**src/design/afbc_pkg.sv**
```systemverilog
// ----------------------------------------------------------------------------
// afbc_pkg
// Shared widths, command and condition codes, and the flag record for the
// accumulator ALU with flags and branch condition test.
// ----------------------------------------------------------------------------
package afbc_pkg;

  localparam int DATA_W = 8;
  localparam int CMD_W  = 4;
  localparam int COND_W = 5;

  typedef enum logic [CMD_W-1:0] {
    CMD_ADD    = 4'd0,
    CMD_SUB    = 4'd1,
    CMD_AND    = 4'd2,
    CMD_OR     = 4'd3,
    CMD_NOT    = 4'd4,
    CMD_SHL    = 4'd5,
    CMD_SAL    = 4'd6,
    CMD_SHR    = 4'd7,
    CMD_SAR    = 4'd8,
    CMD_CMP    = 4'd9,
    CMD_BRANCH = 4'd10
  } cmd_t;

  typedef enum logic [COND_W-1:0] {
    COND_ALWAYS = 5'd0,
    COND_E      = 5'd1,
    COND_NE     = 5'd2,
    COND_A      = 5'd3,
    COND_AE     = 5'd4,
    COND_B      = 5'd5,
    COND_BE     = 5'd6,
    COND_G      = 5'd7,
    COND_GE     = 5'd8,
    COND_L      = 5'd9,
    COND_LE     = 5'd10,
    COND_Z      = 5'd11,
    COND_NZ     = 5'd12,
    COND_C      = 5'd13,
    COND_NC     = 5'd14,
    COND_O      = 5'd15,
    COND_NO     = 5'd16,
    COND_S      = 5'd17,
    COND_NS     = 5'd18
  } cond_t;

  typedef struct packed {
    logic of;
    logic sf;
    logic zf;
    logic cf;
  } flags_t;

endpackage

```
**src/design/afbc_if.sv**
```systemverilog
// ----------------------------------------------------------------------------
// afbc_in_if / afbc_out_if
// Valid/ready channels for operation requests and for results.
// ----------------------------------------------------------------------------
interface afbc_in_if;
  logic                        valid;
  logic                        ready;
  logic [afbc_pkg::CMD_W-1:0]  cmd;
  logic [afbc_pkg::DATA_W-1:0] a_value;
  logic [afbc_pkg::DATA_W-1:0] b_value;
  logic [afbc_pkg::COND_W-1:0] cond;

  modport source (output valid, cmd, a_value, b_value, cond, input ready);
  modport sink   (input valid, cmd, a_value, b_value, cond, output ready);
endinterface

interface afbc_out_if;
  logic                        valid;
  logic                        ready;
  logic [afbc_pkg::DATA_W-1:0] result;
  logic                        carry_out;
  logic                        zero_out;
  logic                        sign_out;
  logic                        overflow_out;
  logic                        branch_taken;

  modport source (output valid, result, carry_out, zero_out, sign_out, overflow_out,
                  branch_taken, input ready);
  modport sink   (input valid, result, carry_out, zero_out, sign_out, overflow_out,
                  branch_taken, output ready);
endinterface

```
**src/design/afbc_exec.sv**
```systemverilog
// ----------------------------------------------------------------------------
// afbc_exec
// Combinational execute: result, next flags and branch outcome for one
// request against the current flags.
// ----------------------------------------------------------------------------
module afbc_exec (
  input  logic [afbc_pkg::CMD_W-1:0]  cmd,
  input  logic [afbc_pkg::DATA_W-1:0] a_value,
  input  logic [afbc_pkg::DATA_W-1:0] b_value,
  input  logic [afbc_pkg::COND_W-1:0] cond,
  input  afbc_pkg::flags_t            flags,
  output afbc_pkg::flags_t            flags_nxt,
  output logic [afbc_pkg::DATA_W-1:0] result,
  output logic                        taken
);
  import afbc_pkg::*;

  localparam int MSB = DATA_W - 1;

  logic [DATA_W-1:0] src;
  logic [DATA_W:0]   sum;
  logic              sub_sel;
  logic              cond_ok;
  logic              sa, sb, a_eq_b, a_gt_b;

  assign sub_sel = (cmd == CMD_SUB);
  // two's complement negate; negating zero wraps to zero, so no carry
  assign src     = sub_sel ? (~b_value + {{(DATA_W-1){1'b0}}, 1'b1}) : b_value;
  assign sum     = {1'b0, a_value} + {1'b0, src};
  assign sa      = a_value[MSB];
  assign sb      = b_value[MSB];
  assign a_eq_b  = (a_value == b_value);
  assign a_gt_b  = (a_value > b_value);

  always_comb begin
    case (cond_t'(cond))
      COND_ALWAYS: cond_ok = 1'b1;
      COND_E:      cond_ok = flags.zf;
      COND_NE:     cond_ok = !flags.zf;
      COND_A:      cond_ok = !flags.cf && !flags.zf;
      COND_AE:     cond_ok = !flags.cf;
      COND_B:      cond_ok = flags.cf;
      COND_BE:     cond_ok = flags.cf || flags.zf;
      COND_G:      cond_ok = !flags.zf && (flags.sf == flags.of);
      COND_GE:     cond_ok = (flags.sf == flags.of);
      COND_L:      cond_ok = (flags.sf != flags.of);
      COND_LE:     cond_ok = flags.zf || (flags.sf != flags.of);
      COND_Z:      cond_ok = flags.zf;
      COND_NZ:     cond_ok = !flags.zf;
      COND_C:      cond_ok = flags.cf;
      COND_NC:     cond_ok = !flags.cf;
      COND_O:      cond_ok = flags.of;
      COND_NO:     cond_ok = !flags.of;
      COND_S:      cond_ok = flags.sf;
      COND_NS:     cond_ok = !flags.sf;
      default:     cond_ok = 1'b0;
    endcase
  end

  always_comb begin
    logic set_sz;
    set_sz    = 1'b1;
    result    = a_value;
    flags_nxt = flags;
    taken     = 1'b0;
    case (cmd_t'(cmd))
      CMD_ADD: begin
        result       = sum[DATA_W-1:0];
        flags_nxt.cf = sum[DATA_W];
        flags_nxt.of = ~(a_value[MSB] ^ b_value[MSB]) & (a_value[MSB] ^ sum[MSB]);
      end
      CMD_SUB: begin
        result       = sum[DATA_W-1:0];
        flags_nxt.cf = sum[DATA_W];
        flags_nxt.of = (a_value[MSB] ^ b_value[MSB]) & (a_value[MSB] ^ sum[MSB]);
      end
      CMD_AND: result = a_value & b_value;
      CMD_OR:  result = a_value | b_value;
      CMD_NOT: result = ~a_value;
      CMD_SHL, CMD_SAL: begin
        result       = {a_value[DATA_W-2:0], 1'b0};
        flags_nxt.cf = a_value[MSB];
        flags_nxt.of = (cmd == CMD_SAL) ? (a_value[MSB] ^ a_value[MSB-1]) : 1'b0;
      end
      CMD_SHR, CMD_SAR: begin
        result       = {(cmd == CMD_SAR) & a_value[MSB], a_value[DATA_W-1:1]};
        flags_nxt.cf = a_value[0];
        flags_nxt.of = 1'b0;
      end
      CMD_CMP: begin
        set_sz       = 1'b0;
        flags_nxt.sf = sa;
        flags_nxt.zf = a_eq_b;
        flags_nxt.cf = a_gt_b;
        if (sa && !sb) begin
          flags_nxt.of = 1'b0;
        end else if (!sa && sb) begin
          flags_nxt.of = 1'b1;
        end else if (!sa) begin
          flags_nxt.of = a_gt_b && !a_eq_b;
        end else begin
          flags_nxt.of = !a_gt_b && !a_eq_b;
        end
      end
      CMD_BRANCH: begin
        set_sz = 1'b0;
        taken  = cond_ok;
      end
      default: set_sz = 1'b0;
    endcase
    if (set_sz) begin
      flags_nxt.sf = result[MSB];
      flags_nxt.zf = (result == '0);
    end
  end

endmodule

```
**src/design/alu_flags_branch_condition_top.sv**
```systemverilog
// ----------------------------------------------------------------------------
// alu_flags_branch_condition_top
// Accumulator ALU with carry, zero, sign and overflow flags and a branch
// condition test.
// ----------------------------------------------------------------------------
// One request is taken every clock cycle while results are not stalled: the
// request is held in an input register, executed against the flag register
// by one level of logic, and the result and new flags are written together
// into the result register. The flag loop closes through the flag register
// alone, so dependent requests follow back to back. A stalled result only
// holds the input register, and the channel keeps accepting while either
// register has room.
module alu_flags_branch_condition_top (
  input  logic       clk,
  input  logic       rst_n,
  afbc_in_if.sink    in_req,
  afbc_out_if.source out_res
);
  import afbc_pkg::*;

  // input register
  logic              s1_valid_r, s1_valid_nxt;
  logic [CMD_W-1:0]  cmd_r;
  logic [DATA_W-1:0] a_r;
  logic [DATA_W-1:0] b_r;
  logic [COND_W-1:0] cond_r;

  // result register and architectural flags
  logic              out_valid_r, out_valid_nxt;
  logic [DATA_W-1:0] result_r;
  logic              taken_r;
  flags_t            flags_r;
  flags_t            out_flags_r;

  flags_t            flags_nxt;
  logic [DATA_W-1:0] result_nxt;
  logic              taken_nxt;
  logic              out_room;
  logic              s1_adv;
  logic              in_take;

  assign out_room     = !out_valid_r || out_res.ready;
  assign s1_adv       = s1_valid_r && out_room;
  assign in_req.ready = !s1_valid_r || s1_adv;
  assign in_take      = in_req.valid && in_req.ready;

  assign s1_valid_nxt  = in_take || (s1_valid_r && !s1_adv);
  assign out_valid_nxt = s1_adv || (out_valid_r && !out_res.ready);

  afbc_exec u_exec (
    .cmd       (cmd_r),
    .a_value   (a_r),
    .b_value   (b_r),
    .cond      (cond_r),
    .flags     (flags_r),
    .flags_nxt (flags_nxt),
    .result    (result_nxt),
    .taken     (taken_nxt)
  );

  always_ff @(posedge clk) begin
    if (!rst_n) begin
      s1_valid_r  <= 1'b0;
      out_valid_r <= 1'b0;
      flags_r     <= '0;
    end else begin
      s1_valid_r  <= s1_valid_nxt;
      out_valid_r <= out_valid_nxt;
      if (s1_adv) begin
        flags_r <= flags_nxt;
      end
    end
  end

  always_ff @(posedge clk) begin
    if (in_take) begin
      cmd_r  <= in_req.cmd;
      a_r    <= in_req.a_value;
      b_r    <= in_req.b_value;
      cond_r <= in_req.cond;
    end
    if (s1_adv) begin
      result_r    <= result_nxt;
      taken_r     <= taken_nxt;
      out_flags_r <= flags_nxt;
    end
  end

  assign out_res.valid        = out_valid_r;
  assign out_res.result       = result_r;
  assign out_res.carry_out    = out_flags_r.cf;
  assign out_res.zero_out     = out_flags_r.zf;
  assign out_res.sign_out     = out_flags_r.sf;
  assign out_res.overflow_out = out_flags_r.of;
  assign out_res.branch_taken = taken_r;

  // flags shown with a waiting result are the live flags
  a_flags_match: assert property (@(posedge clk) disable iff (!rst_n)
    out_valid_r |-> (out_flags_r == flags_r))
    else $error("output flags differ from flag register");

  // logic ops keep carry and overflow
  a_logic_keeps_cf_of: assert property (@(posedge clk) disable iff (!rst_n)
    (s1_adv && (cmd_r == CMD_AND || cmd_r == CMD_OR || cmd_r == CMD_NOT))
    |=> (flags_r.cf == $past(flags_r.cf)) && (flags_r.of == $past(flags_r.of)))
    else $error("logic op altered CF or OF");

  // branch test and compare leave the accumulator as it was
  a_branch_keeps_acc: assert property (@(posedge clk) disable iff (!rst_n)
    (s1_adv && (cmd_r == CMD_BRANCH || cmd_r == CMD_CMP)) |=> (result_r == $past(a_r)))
    else $error("accumulator changed by compare or branch test");

  // a result appears only from a held request
  a_out_from_s1: assert property (@(posedge clk) disable iff (!rst_n)
    $rose(out_valid_r) |-> $past(s1_valid_r))
    else $error("result without request");

endmodule

```
**src/flat_wrapper.sv**
```systemverilog
// flat-port wrapper written by rule: the top's interface ports become plain ports
module alu_flags_branch_condition_top_flat import afbc_pkg::*;
  (clk, rst_n, in_req_valid, in_req_cmd, in_req_a_value, in_req_b_value, in_req_cond, in_req_ready, out_res_valid, out_res_result, out_res_carry_out, out_res_zero_out, out_res_sign_out, out_res_overflow_out, out_res_branch_taken, out_res_ready);
  afbc_in_if in_req_i ();
  afbc_out_if out_res_i ();
  input  logic clk;
  input  logic rst_n;
  input wire logic [$bits(in_req_i.valid)-1:0] in_req_valid;
  input wire logic [$bits(in_req_i.cmd)-1:0] in_req_cmd;
  input wire logic [$bits(in_req_i.a_value)-1:0] in_req_a_value;
  input wire logic [$bits(in_req_i.b_value)-1:0] in_req_b_value;
  input wire logic [$bits(in_req_i.cond)-1:0] in_req_cond;
  output wire logic [$bits(in_req_i.ready)-1:0] in_req_ready;
  output wire logic [$bits(out_res_i.valid)-1:0] out_res_valid;
  output wire logic [$bits(out_res_i.result)-1:0] out_res_result;
  output wire logic [$bits(out_res_i.carry_out)-1:0] out_res_carry_out;
  output wire logic [$bits(out_res_i.zero_out)-1:0] out_res_zero_out;
  output wire logic [$bits(out_res_i.sign_out)-1:0] out_res_sign_out;
  output wire logic [$bits(out_res_i.overflow_out)-1:0] out_res_overflow_out;
  output wire logic [$bits(out_res_i.branch_taken)-1:0] out_res_branch_taken;
  input wire logic [$bits(out_res_i.ready)-1:0] out_res_ready;
  assign in_req_i.valid = in_req_valid;
  assign in_req_i.cmd = in_req_cmd;
  assign in_req_i.a_value = in_req_a_value;
  assign in_req_i.b_value = in_req_b_value;
  assign in_req_i.cond = in_req_cond;
  assign in_req_ready = in_req_i.ready;
  assign out_res_valid = out_res_i.valid;
  assign out_res_result = out_res_i.result;
  assign out_res_carry_out = out_res_i.carry_out;
  assign out_res_zero_out = out_res_i.zero_out;
  assign out_res_sign_out = out_res_i.sign_out;
  assign out_res_overflow_out = out_res_i.overflow_out;
  assign out_res_branch_taken = out_res_i.branch_taken;
  assign out_res_i.ready = out_res_ready;
  alu_flags_branch_condition_top u_core (.clk(clk), .rst_n(rst_n), .in_req(in_req_i), .out_res(out_res_i));
endmodule
```
**config.mk**
```make
export PLATFORM = sky130hd
export DESIGN_NAME = alu_flags_branch_condition_top_flat
export DESIGN_NICKNAME = d
export VERILOG_FILES = /design/src/design/afbc_pkg.sv /design/src/design/afbc_if.sv /design/src/design/afbc_exec.sv /design/src/design/alu_flags_branch_condition_top.sv /design/src/flat_wrapper.sv
export SDC_FILE = /design/constraint.sdc
export NUM_CORES = 1
export LEC_CHECK = 0
export ABC_AREA = 0
export BUFFER_PORTS_ARGS = -buffer_cell sky130_fd_sc_hd__buf_4
export CAP_MARGIN = 20
export CORE_MARGIN = 5
export CORE_UTILIZATION = 60
export DETAILED_ROUTE_END_ITERATION = 6
export HOLD_SLACK_MARGIN = 0.08
export PLACE_DENSITY = 0.89
export SYNTH_ARGS = -nofsm -noshare
export SYNTH_HDL_FRONTEND = slang
export SYNTH_SLANG_ARGS = --single-unit
```
**constraint.sdc**
```tcl
create_clock -name clk -period 6.5 [get_ports clk]
set_input_delay 0.325 -clock clk [delete_from_list [all_inputs] [get_ports clk]]
set_output_delay 0.325 -clock clk [all_outputs]
set_load 0.05 [all_outputs]
```
==> results of run 1 <==
-- registers in the layout, summed over array words and instances, names as in the netlist --
| name | count |
|---|---|
| u_core.a_r | 8 |
| u_core.b_r | 8 |
| u_core.cmd_r | 4 |
| u_core.cond_r | 5 |
| u_core.flags_r | 4 |
| u_core.out_res.branch_taken | 1 |
| u_core.out_res.carry_out | 1 |
| u_core.out_res.overflow_out | 1 |
| u_core.out_res.result | 8 |
| u_core.out_res.sign_out | 1 |
| u_core.out_res.valid | 1 |
| u_core.out_res.zero_out | 1 |
| u_core.s1_valid_r | 1 |
-- path summary, 6_finish.rpt --
kind / startpoint / to
worst min-delay path: in_req_cmd[2] / u_core.cmd_r[2]$_DFFE_PP_
worst max-delay path: u_core.cmd_r[2]$_DFFE_PP_ / u_core.out_res.zero_out$_DFFE_PP_
worst max register to register: u_core.cmd_r[2]$_DFFE_PP_ / u_core.out_res.zero_out$_DFFE_PP_
worst min register to register: u_core.s1_valid_r$_SDFF_PN0_ / u_core.out_res.valid$_SDFF_PN0_
-- critical path, stage by stage (launching register included) --
cell                       delay (ns)
sky130_fd_sc_hd__edfxtp_1        0.69
sky130_fd_sc_hd__or2_1           0.44
sky130_fd_sc_hd__nor2_1          0.44
sky130_fd_sc_hd__nand2_1         0.26
sky130_fd_sc_hd__mux2_2          0.35
sky130_fd_sc_hd__ha_1            0.30
sky130_fd_sc_hd__a211oi_1        0.47
sky130_fd_sc_hd__o21ai_0         0.21
sky130_fd_sc_hd__and3_1          0.21
sky130_fd_sc_hd__o32ai_1         0.33
sky130_fd_sc_hd__or3_1           0.17
sky130_fd_sc_hd__nor4_2          0.04
sky130_fd_sc_hd__or2_1           0.22
-- stage by stage --
| stage | instance area (sq um) | hold slack, ns |
|---|---|---|
| after CTS | 3921 | 0.1977 |
| after global routing | 3921 | 0.1888 |
| after detailed placement | 3827 | 0.5043 |
| after floorplan | 3490 | 0.4239 |
| final | 3921 | 0.2016 |
| after global placement | 3827 | 0.5030 |
-- report_power, final --
part           total, mW  leakage [nW]  internal [mW]  switching (mW)
clock network      0.181        0.0445         0.0864          0.0941
logic              0.200          1.15         0.0810           0.119
registers          0.350         0.416          0.327          0.0222
total              0.730          1.61          0.495           0.236
-- metal layers --
layer  up-vias  global-route usage
met1      1435              0.3295
met3        24             0.04563
li1       1469                   -
met5         -                   0
met2       166              0.4233
met4         0             0.08074
-- cell families after synthesis --
family                     count (synthesis)
AOI/OAI and AO/OA                        126
and+or+nand+nor                          105
buffers and inverters                     51
DFF                                       44
adders and majority gates                 34
xor gates and xnor gates                  14
muxes                                      8
-- layout make-up --
type                       instances  area (sq um)
clock buffer                       7         86.33
tap                               72         90.09
timing repair buffer              46         345.3
multi-input combinational        287          2014
sequential                        44          1261
clock inverter                     1         7.507
fill                             439          1653
inverter                          31         116.4
-- cells in the final DEF, fill, tap and decap left out, types with 6 or more instances in the layout --
master,instances
sky130_fd_sc_hd__a21oi_1,23
sky130_fd_sc_hd__a31oi_1,7
sky130_fd_sc_hd__buf_4,46
sky130_fd_sc_hd__clkbuf_8,6
sky130_fd_sc_hd__dfxtp_1,6
sky130_fd_sc_hd__edfxtp_1,38
sky130_fd_sc_hd__ha_1,33
sky130_fd_sc_hd__inv_1,29
sky130_fd_sc_hd__mux2i_1,7
sky130_fd_sc_hd__nand2_1,26
sky130_fd_sc_hd__nand2b_1,12
sky130_fd_sc_hd__nor2_1,32
sky130_fd_sc_hd__o21a_1,6
sky130_fd_sc_hd__o21ai_0,27
sky130_fd_sc_hd__o21bai_1,6
sky130_fd_sc_hd__o22ai_1,6
sky130_fd_sc_hd__xnor2_1,12
==> run summary, run 1 <==
On the final layout, the worst clock skew is 0.007040 ns. Once layout is complete, the utilization of the core stands at 0.7035. The count of unique library cells instantiated by Yosys is 67. The total count of hold-check failures in the final report came out at 0. The synthesis-to-finish area growth is 12.37%. The total wirelength of the detailed-routed design came out at 8989 microns. The remaining max-slew budget at the tightest pin is 0.2991. The maximum number of buffers from clock root to sink came out at 2. The number of nets still failing antenna checks after routing came out at 0. Data on the critical path arrives at its endpoint at 4.45 ns. The number of hold buffers added after cts is 0. After detailed routing, no signal wire sits above met4. The initial antenna violation count came out at 0. The final total negative setup slack is 0 ns. The clock period minus worst slack came out at 4.394 ns. The post-synthesis share of cell area spent on full adders, half adders and majority gates is 0.1241. Entering global routing, the biggest net connects 35 pins. The net count after synthesis is 445.

STA classifies the critical path startpoint as a flip-flop. Clock-pin slew was measured on the worst setup and hold paths at 0.09 ns. The type of the tightest min-delay check is primary input to flip-flop. The pre-CTS worst setup slack is 2.273 ns. The number of ports placed on the die boundary is 44.

Clock tree synthesis selected as its root buffer the cell sky130_fd_sc_hd__clkbuf_8. The total number of placement rows is 27. In this run the power density over the cells is 186.3 nW/um^2. The overall fraction of global-route tracks in use came out at 0.2520.

The number of cells on the worst hold path came out at 1. The setup slack on the worst flop-to-flop path is 2.11 ns. The height of the die is 86.26 microns. The number of global-route vias before repair came out at 3093. The xor and xnor fraction of the mapped netlist area is 0.03514. The floorplan step set the die width to 86.26 microns. The number of iterations in the first detailed-routing pass is 5. The mux contribution to synthesized area is 0.02331. For the pin with the worst max-slew slack, the measured transition is 1.051 ns.

The kind of end point of the critical path is a flip-flop. The top fanout value on the critical path came out at 21. The post-synthesis cell count is 382.

Max-cap violations in this run came to 0. The static power due to leakage is 1.611 nW. Clock tree synthesis found a total of 44 sinks.

By area, the combinational part of the netlist is dominated by compound AO/OA/AOI/OAI gates. After detailed routing, the wire length on met1 is 3782 microns. Setup repair after global routing left no endpoint under its margin. The clock tree from TritonCTS is built.

The flip-flop and latch count after synthesis came out at 44. The floorplan die area came out at 7441 sq um. In the synthesized netlist the dominant register cell turns out to be sky130_fd_sc_hd__edfxtp_1. The share of synthesized area in the top cell type comes to 0.3270.

The net count reported at finish came out at 478. The total met2 wirelength after detailed routing came out at 4250 microns. The number of enable flip-flop cells after synthesis came out at 38. After global routing the overflow that remains totals 0. The met3 routed wirelength is 725 microns.

The timing-limited maximum frequency is 0.2276 GHz. The mean cell area of the mapped netlist is 9.135 sq um. The count of cells in the finished layout, fillers not included, comes to 488. The portion of the post-synthesis area used by sequential elements is 0.3614.

The final count of negative-setup-slack endpoints came out at 0. The start-to-end type of the worst setup path is flip-flop to flip-flop. In the routed design, unresolved DRC markers number 0. Buffers inserted during clock tree synthesis total 5. The total design power is 730.4 uW. After synthesis, the most frequently instantiated cells are 38 x sky130_fd_sc_hd__edfxtp_1, 33 x sky130_fd_sc_hd__ha_1, 32 x sky130_fd_sc_hd__nor2_1. The floorplan core area is 5574 sq um.

The data required time at the worst endpoint is 6.55 ns. After detailed routing, the number of vias per cell comes to 6.340. Gates resized during post-CTS repair numbered 0. During synthesis, Yosys emitted a total of 0 warnings.

The total number of vias came out at 3094. The depth of the CTS H-tree came out at 2. The number of cell instances on the worst register-to-register path is 12. The clock latency on the worst-skew pair is 0.30 ns.

Sorting the synthesized cells by area gives the leading types as sky130_fd_sc_hd__edfxtp_1 33%, sky130_fd_sc_hd__ha_1 12%, sky130_fd_sc_hd__o21ai_0 3.9%. The routed length per placed instance came out at 18.42 microns. Dividing the final minimum period by the clock period gives 0.6760. The fraction of the mapped netlist area in compound gates is 0.2449.

The weighted congestion reported at the end of routability-driven placement came out at 1.001. The post-CTS setup buffer count came out at 0. The biggest area consumer among synthesized cells is sky130_fd_sc_hd__edfxtp_1.

The number of antenna repair diodes came out at 0. The detailed router's first-iteration violation count came out at 357. The post-detailed-placement half-perimeter wirelength is 6711 microns. By instance count, the leading cell after synthesis is sky130_fd_sc_hd__edfxtp_1.

The post-synthesis cell area came out at 3490 sq um. The proportion of synthesized flip-flops having asynchronous set or reset came out at 0. The wire length of the first global-routing pass came out at 14920 microns. Once routing completed, OpenROAD measured the worst setup slack at 2.106 ns. The run finished with clean final reports.

The initial core utilization is 0.6260. The max-slew violation count is 0. In this run, placement finished with an instance count of 480. Of the total synthesized cell area, the portion taken by AND, OR, NAND and NOR gates is 0.1499. The maximum vdd drop is 0.1500 mV. The count of port buffers added during placement is 43. The proportion of layout cells with a drive suffix above 1 came out at 0.1490.
Power figures use the tool's default switching activity.
==> inputs of run 2 (changes only) <==
Settings changed: ABC_AREA 0 to 1, CORE_UTILIZATION 60 to 53, PLACE_DENSITY 0.89 to 0.84.
Clock period 6.5 ns to 3.75 ns, I/O delays scaled along.
==> run summary, run 2 <==
The detailed router's first-iteration violation count came out at 478 (+34%). The maximum number of buffers from clock root to sink is 2 (unchanged). The flip-flop and latch count after synthesis came out at 44 (unchanged). The maximum number of pins on one net before global-route repair is 26 (-26%). The number of iterations in the first detailed-routing pass came out at 7 (+2). The arrival time at the worst endpoint is 3.22 ns (-1.23 ns). The area share of the largest cell type after synthesis came out at 0.3364 (+0.009408). The ratio of routed vias to standard cells is 5.438 (-14%). The count of synthesis-stage warnings from yosys is 0 (unchanged). The timing-limited maximum frequency came out at 0.3158 GHz (+39%). The number of global-route vias before repair came out at 3161 (+2.2%). The cell with the biggest individual delay on the critical path is sky130_fd_sc_hd__edfxtp_1.

The final total negative setup slack was 0 ns (unchanged). The number of enable flip-flop cells after synthesis came out at 38 (unchanged). The sequential cell fraction of total power is 0.485 (+0.006).

The total count of hold-check failures in the final report was 0 (unchanged). The pre-CTS worst setup slack came to 0.6261 ns (-1.647 ns). The startpoint identified for the worst hold timing path is rst_n. The proportion of layout cells with a drive suffix above 1 was 0.1186 (-0.03039).

The height of the die is 90 microns (+4.3%). The switching part of the total power was 0.3315 (+0.008961). The count of port buffers added during placement is 43 (unchanged). The overflow left after global routing came out at 0 (unchanged). The biggest area consumer among synthesized cells is sky130_fd_sc_hd__edfxtp_1. The post-synthesis cell area came out at 3392 sq um (-2.8%). The weighted congestion reported at the end of routability-driven placement came to 1.024 (+2.3%).

Leaving out fill and tap cells, the most frequent cells in the layout are 119 x sky130_fd_sc_hd__nand2_1, 83 x sky130_fd_sc_hd__inv_1, 49 x sky130_fd_sc_hd__nor2_1. The transition at the pin with the smallest max-transition slack was 0.8610 ns (-0.1903 ns). The maximum single-stage delay on the critical path is 0.47 ns (-0.22 ns). The path with the worst hold slack has its endpoint at u_core.flags_r[0]$_SDFFE_PN0P_. The post-CTS setup buffer count came out at 0 (unchanged). The synthesis-to-finish area growth is 21.73%. The family with the most delay on the worst path is simple AND/OR/NAND/NOR gates. The number of sinks on the clock net came out at 44 (unchanged). The width of the die was 90 microns (+4.3%). The tree is rooted in a sky130_fd_sc_hd__clkbuf_8.

The clock latency on the worst-skew pair is 0.30 ns (about the same). After synthesis, the most frequently instantiated cells are 119 x sky130_fd_sc_hd__nand2_1, 83 x sky130_fd_sc_hd__inv_1, 49 x sky130_fd_sc_hd__nor2_1. The clock network fraction of design power is 0.236 (-0.011). The floorplan core area came out at 6277 sq um (+13%). The final setup skew came to 0.01188 ns (+0.004841 ns). In this design, the critical path's most frequently occurring cell is sky130_fd_sc_hd__nand2_1. The launching point of the worst reg2reg path is u_core.cmd_r[1]$_DFFE_PP_. Yosys instantiated no cell more often than sky130_fd_sc_hd__nand2_1. The clock slew seen by the registers of the worst setup and hold paths came out at 0.08 ns (about the same).

The total CTS buffers came to 5 (unchanged). The period utilization came to 0.8445 (+0.1685). The power share of the combinational group came to 0.279 (+0.005). The worst setup path is captured at a flip-flop. The post-synthesis cell count was 457 (+20%). The number of cells on the worst hold path was 3 (+2).

In this run the worst hold path is classified as primary input to flip-flop. The data required time at the worst endpoint is 3.80 ns (-2.75 ns). The total wirelength of the detailed-routed design was 8649 microns (-3.8%). The routed length per placed instance came out at 14.23 microns (-23%).

The post-detailed-placement half-perimeter wirelength came out at 6500 microns (-3.1%). The minimum setup slack in the final design came out at 0.5830 ns (-1.523 ns). The startpoint class of the critical path is a flip-flop. The setup slack on the worst flop-to-flop path is 0.58 ns (-1.52 ns). The net count reported at finish is 593 (+24%). The signal on the critical path passes through inv_2 -> nand2_1 -> nor2_1 -> inv_1 -> nor2_1 -> xor2_1 -> inv_1 -> ha_1 -> nand2_1 -> nand2_1 -> inv_1 -> nand2_1 -> nand2_1 -> nand2_1 -> nand2_1 -> nand3_1 -> a21oi_2 -> nor2_1 -> nand2_1 -> nand2_1.

The final count of negative-setup-slack endpoints came out at 0 (unchanged). The total design power came out at 1.239 mW (+70%). For this run, the leading register cell type out of synthesis is sky130_fd_sc_hd__edfxtp_1. The endpoint identified for the worst register-to-register timing path is u_core.out_res.zero_out$_DFFE_PP_. The initial core utilization is 0.5404 (-0.08568). The remaining max-slew budget at the tightest pin came out at 0.4254 (+0.1263).

The overall fraction of global-route tracks in use came out at 0.2196 (-0.03237). The clock period minus worst slack is 3.167 ns (-1.227 ns). The depth of the CTS H-tree is 2 (unchanged). The static power due to leakage came out at 2.047 nW (+27%).

The maximum vdd drop is 0.2485 mV (+66%). The wire length of the first global-routing pass is 14800 microns (-0.83%). The library cell used most frequently in the layout, excluding fill and tap cells, is sky130_fd_sc_hd__nand2_1.

The total number of placement rows is 29 (+7.4%). The portion of the post-synthesis area used by sequential elements is 0.3718 (+0.01040). The DRC violation count after routing came out at 0 (unchanged).

TritonCTS built the clock tree. The total power divided by cell area came to 300.0 nW/um^2 (+61%). The net switching power is 410.6 uW (+74%). The number of nets still failing antenna checks after routing came to 0 (unchanged). The internal cell power came out at 828.0 uW (+67%). The number of cell instances on the worst register-to-register path came out at 20 (+8). Ranked by total cell area, the synthesized netlist is headed by sky130_fd_sc_hd__edfxtp_1 34%, sky130_fd_sc_hd__nand2_1 13%, sky130_fd_sc_hd__ha_1 12%. The net count after synthesis came out at 520 (+17%). The floorplan die area came out at 8100 sq um (+8.9%). The number of ports placed on the die boundary is 44 (unchanged). The total number of vias was 3306 (+6.9%). The sum of buffers and inverters on the critical path is 4 (+4). The mean cell area of the mapped netlist is 7.422 sq um (-19%). The initial antenna violation count came out at 0 (unchanged).

The number of antenna repair diodes is 0 (unchanged). The count of unique library cells instantiated by Yosys is 36 (-46%). Setup repair after global routing left no endpoint under its margin. The start-to-end type of the worst setup path is flip-flop to flip-flop. The flow ran to the end, and the final reports show no timing, DRC or antenna violations. The top fanout value on the critical path is 6 (-71%). The max-slew violation count is 0 (unchanged). The utilization after layout is 0.6578 (-0.04571). The count of max-cap constraint violations was 0 (unchanged). The proportion of synthesized flip-flops having asynchronous set or reset came out at 0 (unchanged).
[run 2: cell types whose count changed in the layout (fill, tap and decap cells not counted), sizes merged, moves of 12 or more]
cell | before | now
nand2 | 26 | 123
inv | 30 | 87
nand3 | 2 | 48
dlygate4sd3 | 0 | 25
nor2 | 32 | 54
o21ai | 30 | 11
nand2b | 12 | 0
[run 2: final cells by class]
type | instances | area [sq um]
clock buffer | 6 | 72.57
clock inverter | 2 | 11.26
fill | 524 | 2148
inverter | 88 | 330.3
multi-input combinational | 323 | 1784
sequential | 44 | 1261
tap | 77 | 96.34
timing repair buffer | 68 | 573.1
[run 2: cell families (layout without fill, tap and decap cells)]
logic type,count (synthesis),count (layout),synth area share
DFF,44,44,0.3718
xor gates and xnor gates,8,8,0.02066
AOI/OAI and AO/OA,40,40,0.07193
buffers and inverters,90,164,0.1022
and+or+nand+nor,241,241,0.3058
adders and majority gates,34,34,0.1276
[run 2: how the worst max path moves through the flow]
stage | start | end | slack, ns | depth (start not counted)
floorplan | u_core.cmd_r[1]$_DFFE_PP_ | u_core.out_res.zero_out$_DFFE_PP_ | 1.03 | 20
global placement | u_core.cmd_r[1]$_DFFE_PP_ | u_core.out_res.zero_out$_DFFE_PP_ | 0.78 | 20
detailed placement | u_core.cmd_r[1]$_DFFE_PP_ | u_core.out_res.zero_out$_DFFE_PP_ | 0.63 | 20
CTS | u_core.cmd_r[1]$_DFFE_PP_ | u_core.out_res.zero_out$_DFFE_PP_ | 0.61 | 20
global route | u_core.cmd_r[1]$_DFFE_PP_ | u_core.out_res.zero_out$_DFFE_PP_ | 0.22 | 19
finish | u_core.cmd_r[1]$_DFFE_PP_ | u_core.out_res.zero_out$_DFFE_PP_ | 0.58 | 20
[run 2: power by group through the flow]
| stage | sequential, mW | clock (mW) | combinational, mW |
|---|---|---|---|
| detailed placement | 0.610 | 0 | 0.317 |
| global route | 0.605 | 0.319 | 0.385 |
| global placement | 0.608 | 0 | 0.308 |
| CTS | 0.599 | 0.293 | 0.339 |
| floorplan | 0.633 | 0 | 0.198 |
| finish | 0.600 | 0.293 | 0.345 |
[run 2: tightest hold or removal path, cell delays in order]
cell                      delay (ns)
sky130_fd_sc_hd__buf_4          0.12
sky130_fd_sc_hd__o21ai_0        0.06
sky130_fd_sc_hd__a21oi_1        0.04
[run 2: metal layers]
layer / GRT usage / wire [microns] / part of all wire
met2: 0.3616 / 4046 / 0.47
met3: 0.04007 / 854 / 0.099
met4: 0.07568 / 259 / 0.030
met5: 0 / 0 / 0
met1: 0.2897 / 3489 / 0.40
[run 2: through the flow]
| stage | instance area, sq um | std cells | hold WS, ns |
|---|---|---|---|
| after floorplan | 3392 | 457 | 0.2864 |
| after global placement | 3795 | 575 | 0.3655 |
| after detailed placement | 3795 | 575 | 0.3670 |
| after CTS | 4129 | 608 | 0.1511 |
| after global routing | 4129 | 608 | 0.1588 |
| final | 4129 | 608 | 0.1469 |
[run 2: repair_timing]
| action | CTS | global route |
|---|---|---|
| hold buffers | 25 | 0 |
| hold endpoints to repair | 25 | 0 |
| resized for setup | 0 | 0 |
==> inputs of run 3 (changes only) <==
Settings changed: CORE_UTILIZATION 53 to 59, PLACE_DENSITY 0.84 to 0.88.
Clock period 3.75 ns to 3.05 ns, I/O delays scaled along.
==> run summary, run 3 (same netlist as run 2, synthesis figures left out) <==
The flow ran to the end, and the final reports show no timing, DRC or antenna violations. The total number of vias came out at 3361 (+1.7%). The overflow left after global routing is 0 (unchanged). The total power divided by cell area came out at 369.6 nW/um^2 (+23%). The cell that appears most often on the critical path is sky130_fd_sc_hd__nand2_1. The timing-limited maximum frequency is 0.3519 GHz (+11%). The initial core utilization is 0.6122 (+0.07188). The utilization after layout was 0.7678 (+0.1101).

The worst register-to-register path begins at u_core.b_r[1]$_DFFE_PP_. The maximum single-stage delay on the critical path came to 0.45 ns (-0.02 ns). The cell at the root of the clock tree is sky130_fd_sc_hd__clkbuf_8. The width of the die is 85.83 microns (-4.6%). The static power due to leakage came out at 2.111 nW (+3.1%). The overall fraction of global-route tracks in use is 0.2564 (+0.03679). The critical path startpoint is u_core.b_r[1]$_DFFE_PP_. The clock period minus worst slack is 2.841 ns (-0.3257 ns). The number of global-route vias before repair was 3102 (-1.9%).

The ratio of routed vias to standard cells is 5.456 (+0.34%). The finished layout cell area is 4254 sq um (+3.0%). The worst setup path is captured at a flip-flop.

The net count reported at finish came to 605 (+2.0%). The number of nets still failing antenna checks after routing was 0 (unchanged). The wire length of the first global-routing pass is 14720 microns (-0.56%).

The max-slew violation count came out at 0 (unchanged). The maximum number of buffers from clock root to sink is 2 (unchanged). The number of ports placed on the die boundary is 44 (unchanged). The floorplan die area is 7366 sq um (-9.1%). Among cell families on the critical path, the largest total delay comes from simple AND/OR/NAND/NOR gates.

The maximum vdd drop is 0.3111 mV (+25%). The arrival time at the worst endpoint came out at 2.89 ns (-0.33 ns). The maximum number of pins on one net before global-route repair is 26 (unchanged). The transition at the pin with the smallest max-transition slack came out at 0.8947 ns (+0.03369 ns).

STA classifies the critical path startpoint as a flip-flop. The final setup skew is 0.01155 ns (-0.0003268 ns). The count of port buffers added during placement was 43 (unchanged). The worst setup path is of the flip-flop to flip-flop kind. TritonCTS built the clock tree.

The total design power came out at 1.572 mW (+27%). The height of the die came out at 85.83 microns (-4.6%). The number of iterations in the first detailed-routing pass came to 6 (-1). The minimum setup slack in the final design was 0.2087 ns (-0.3743 ns).

Leaving out fill and tap cells, the most frequent cells in the layout are 119 x sky130_fd_sc_hd__nand2_1, 83 x sky130_fd_sc_hd__inv_1, 55 x sky130_fd_sc_hd__buf_4. From synthesis to final layout, the design area changed by 25.41%. The total CTS buffers came out at 5 (unchanged). The post-detailed-placement half-perimeter wirelength came out at 6740 microns (+3.7%).

The clock slew seen by the registers of the worst setup and hold paths is 0.09 ns (about the same). The detailed router's first-iteration violation count came to 343 (-28%). The period utilization is 0.9316 (+0.08705). The total number of placement rows came to 27 (-6.9%). The routed length per placed instance came out at 14.93 microns (+4.9%).

The final total negative setup slack came out at 0 ns (unchanged). The floorplan core area is 5540 sq um (-12%). The fill cell total of the finished layout is 408 (-22%). The number of placed instances with taps included came out at 574 (-0.17%). The number of sinks on the clock net came to 44 (unchanged). The data required time at the worst endpoint was 3.10 ns (-0.70 ns). The post-detailed-placement cell area was 3819 sq um (+0.63%). Traced cell by cell, the critical path runs through inv_1 -> ha_1 -> nand3_1 -> o31ai_2 -> xor2_1 -> ha_1 -> nand2_1 -> inv_1 -> a21oi_2 -> nand2_1 -> nand2_1 -> nand3_2 -> a21oi_2 -> nor2_1 -> nand2_1 -> nand2_1. The sum of buffers and inverters on the critical path came out at 2 (-2). The initial antenna violation count was 0 (unchanged). The total count of hold-check failures in the final report came out at 0 (unchanged). The proportion of layout cells with a drive suffix above 1 came to 0.1492 (+0.03053). The most common cell after layout, fill and taps aside is sky130_fd_sc_hd__nand2_1. The weighted congestion reported at the end of routability-driven placement was 1.005 (-1.8%). The slowest stage of the critical path belongs to the cell sky130_fd_sc_hd__edfxtp_1.

The worst hold slack across all endpoints came out at 0.1142 ns (-0.03271 ns). The clock latency on the worst-skew pair came out at 0.30 ns (about the same). The top fanout value on the critical path is 4 (-2). The total wirelength of the detailed-routed design is 9195 microns (+6.3%). The remaining max-slew budget at the tightest pin is 0.4029 (-0.02249). The count of max-cap constraint violations came out at 0 (unchanged). The final count of negative-setup-slack endpoints was 0 (unchanged). The DRC violation count after routing came out at 0 (unchanged). The depth of the CTS H-tree came to 2 (unchanged).

The min-delay analysis places its worst path in the category primary input to flip-flop. The pre-CTS worst setup slack was 0.1072 ns (-0.5188 ns). In this run the most critical hold path is launched from in_req_valid. The post-route non-filler standard cell count is 616 (+1.3%).
-- run 3: cell count changes in the layout (fill, tap and decap cells not counted), sizes merged --
cell    before  now
clkinv       2    1
diode        0    1
clkbuf       6    7
buf         43   55
-- run 3: area by class of cell --
class | count | area, sq um | share of cell area
inverters | 88 | 330.3 | 0.07765
clock buffers | 7 | 86.33 | 0.02029
repair buffers | 80 | 663.1 | 0.1559
well taps | 72 | 90.09 | 0.02118
multi-input cells | 323 | 1813 | 0.4262
diodes | 1 | 2.502 | 0.0005882
flip-flops and latches | 44 | 1261 | 0.2965
clock inverters | 1 | 7.507 | 0.001765
-- run 3: metal layers --
metal	global-route usage	wire (microns)	up-vias
li1	-	-	1648
met1	0.3394	3768	1487
met2	0.4237	4406	204
met3	0.03842	797	22
met4	0.09784	223	0
met5	0	0	-
-- run 3: power breakdown --
group / switching, mW / internal [mW] / leakage, nW
registers: 0.0345 / 0.699 / 0.417
logic: 0.280 / 0.174 / 1.65
clock network: 0.200 / 0.184 / 0.0445
total: 0.514 / 1.06 / 2.11
-- run 3: worst paths after layout --
kind	to	slack, ns	cells past startpoint
hold reg to reg	u_core.out_res.valid$_SDFF_PN0_	0.49	2
setup / recovery	u_core.out_res.zero_out$_DFFE_PP_	0.21	16
hold / removal	u_core.s1_valid_r$_SDFF_PN0_	0.11	3
setup reg to reg	u_core.out_res.zero_out$_DFFE_PP_	0.21	16
-- run 3: repair_timing --
| item | in CTS | in global routing |
|---|---|---|
| endpoints found under the setup margin | 0 | 8 |
| resized for setup | 0 | 6 |
| endpoints found under the hold margin | 25 | 0 |
| hold buffers | 25 | 0 |
| buffers inserted | 0 | 8 |
-- run 3: tightest hold or removal path: cells and delay by family --
family | cells | cell delay [ns]
buf+inv | 2 | 0.16
compound gates | 1 | 0.06
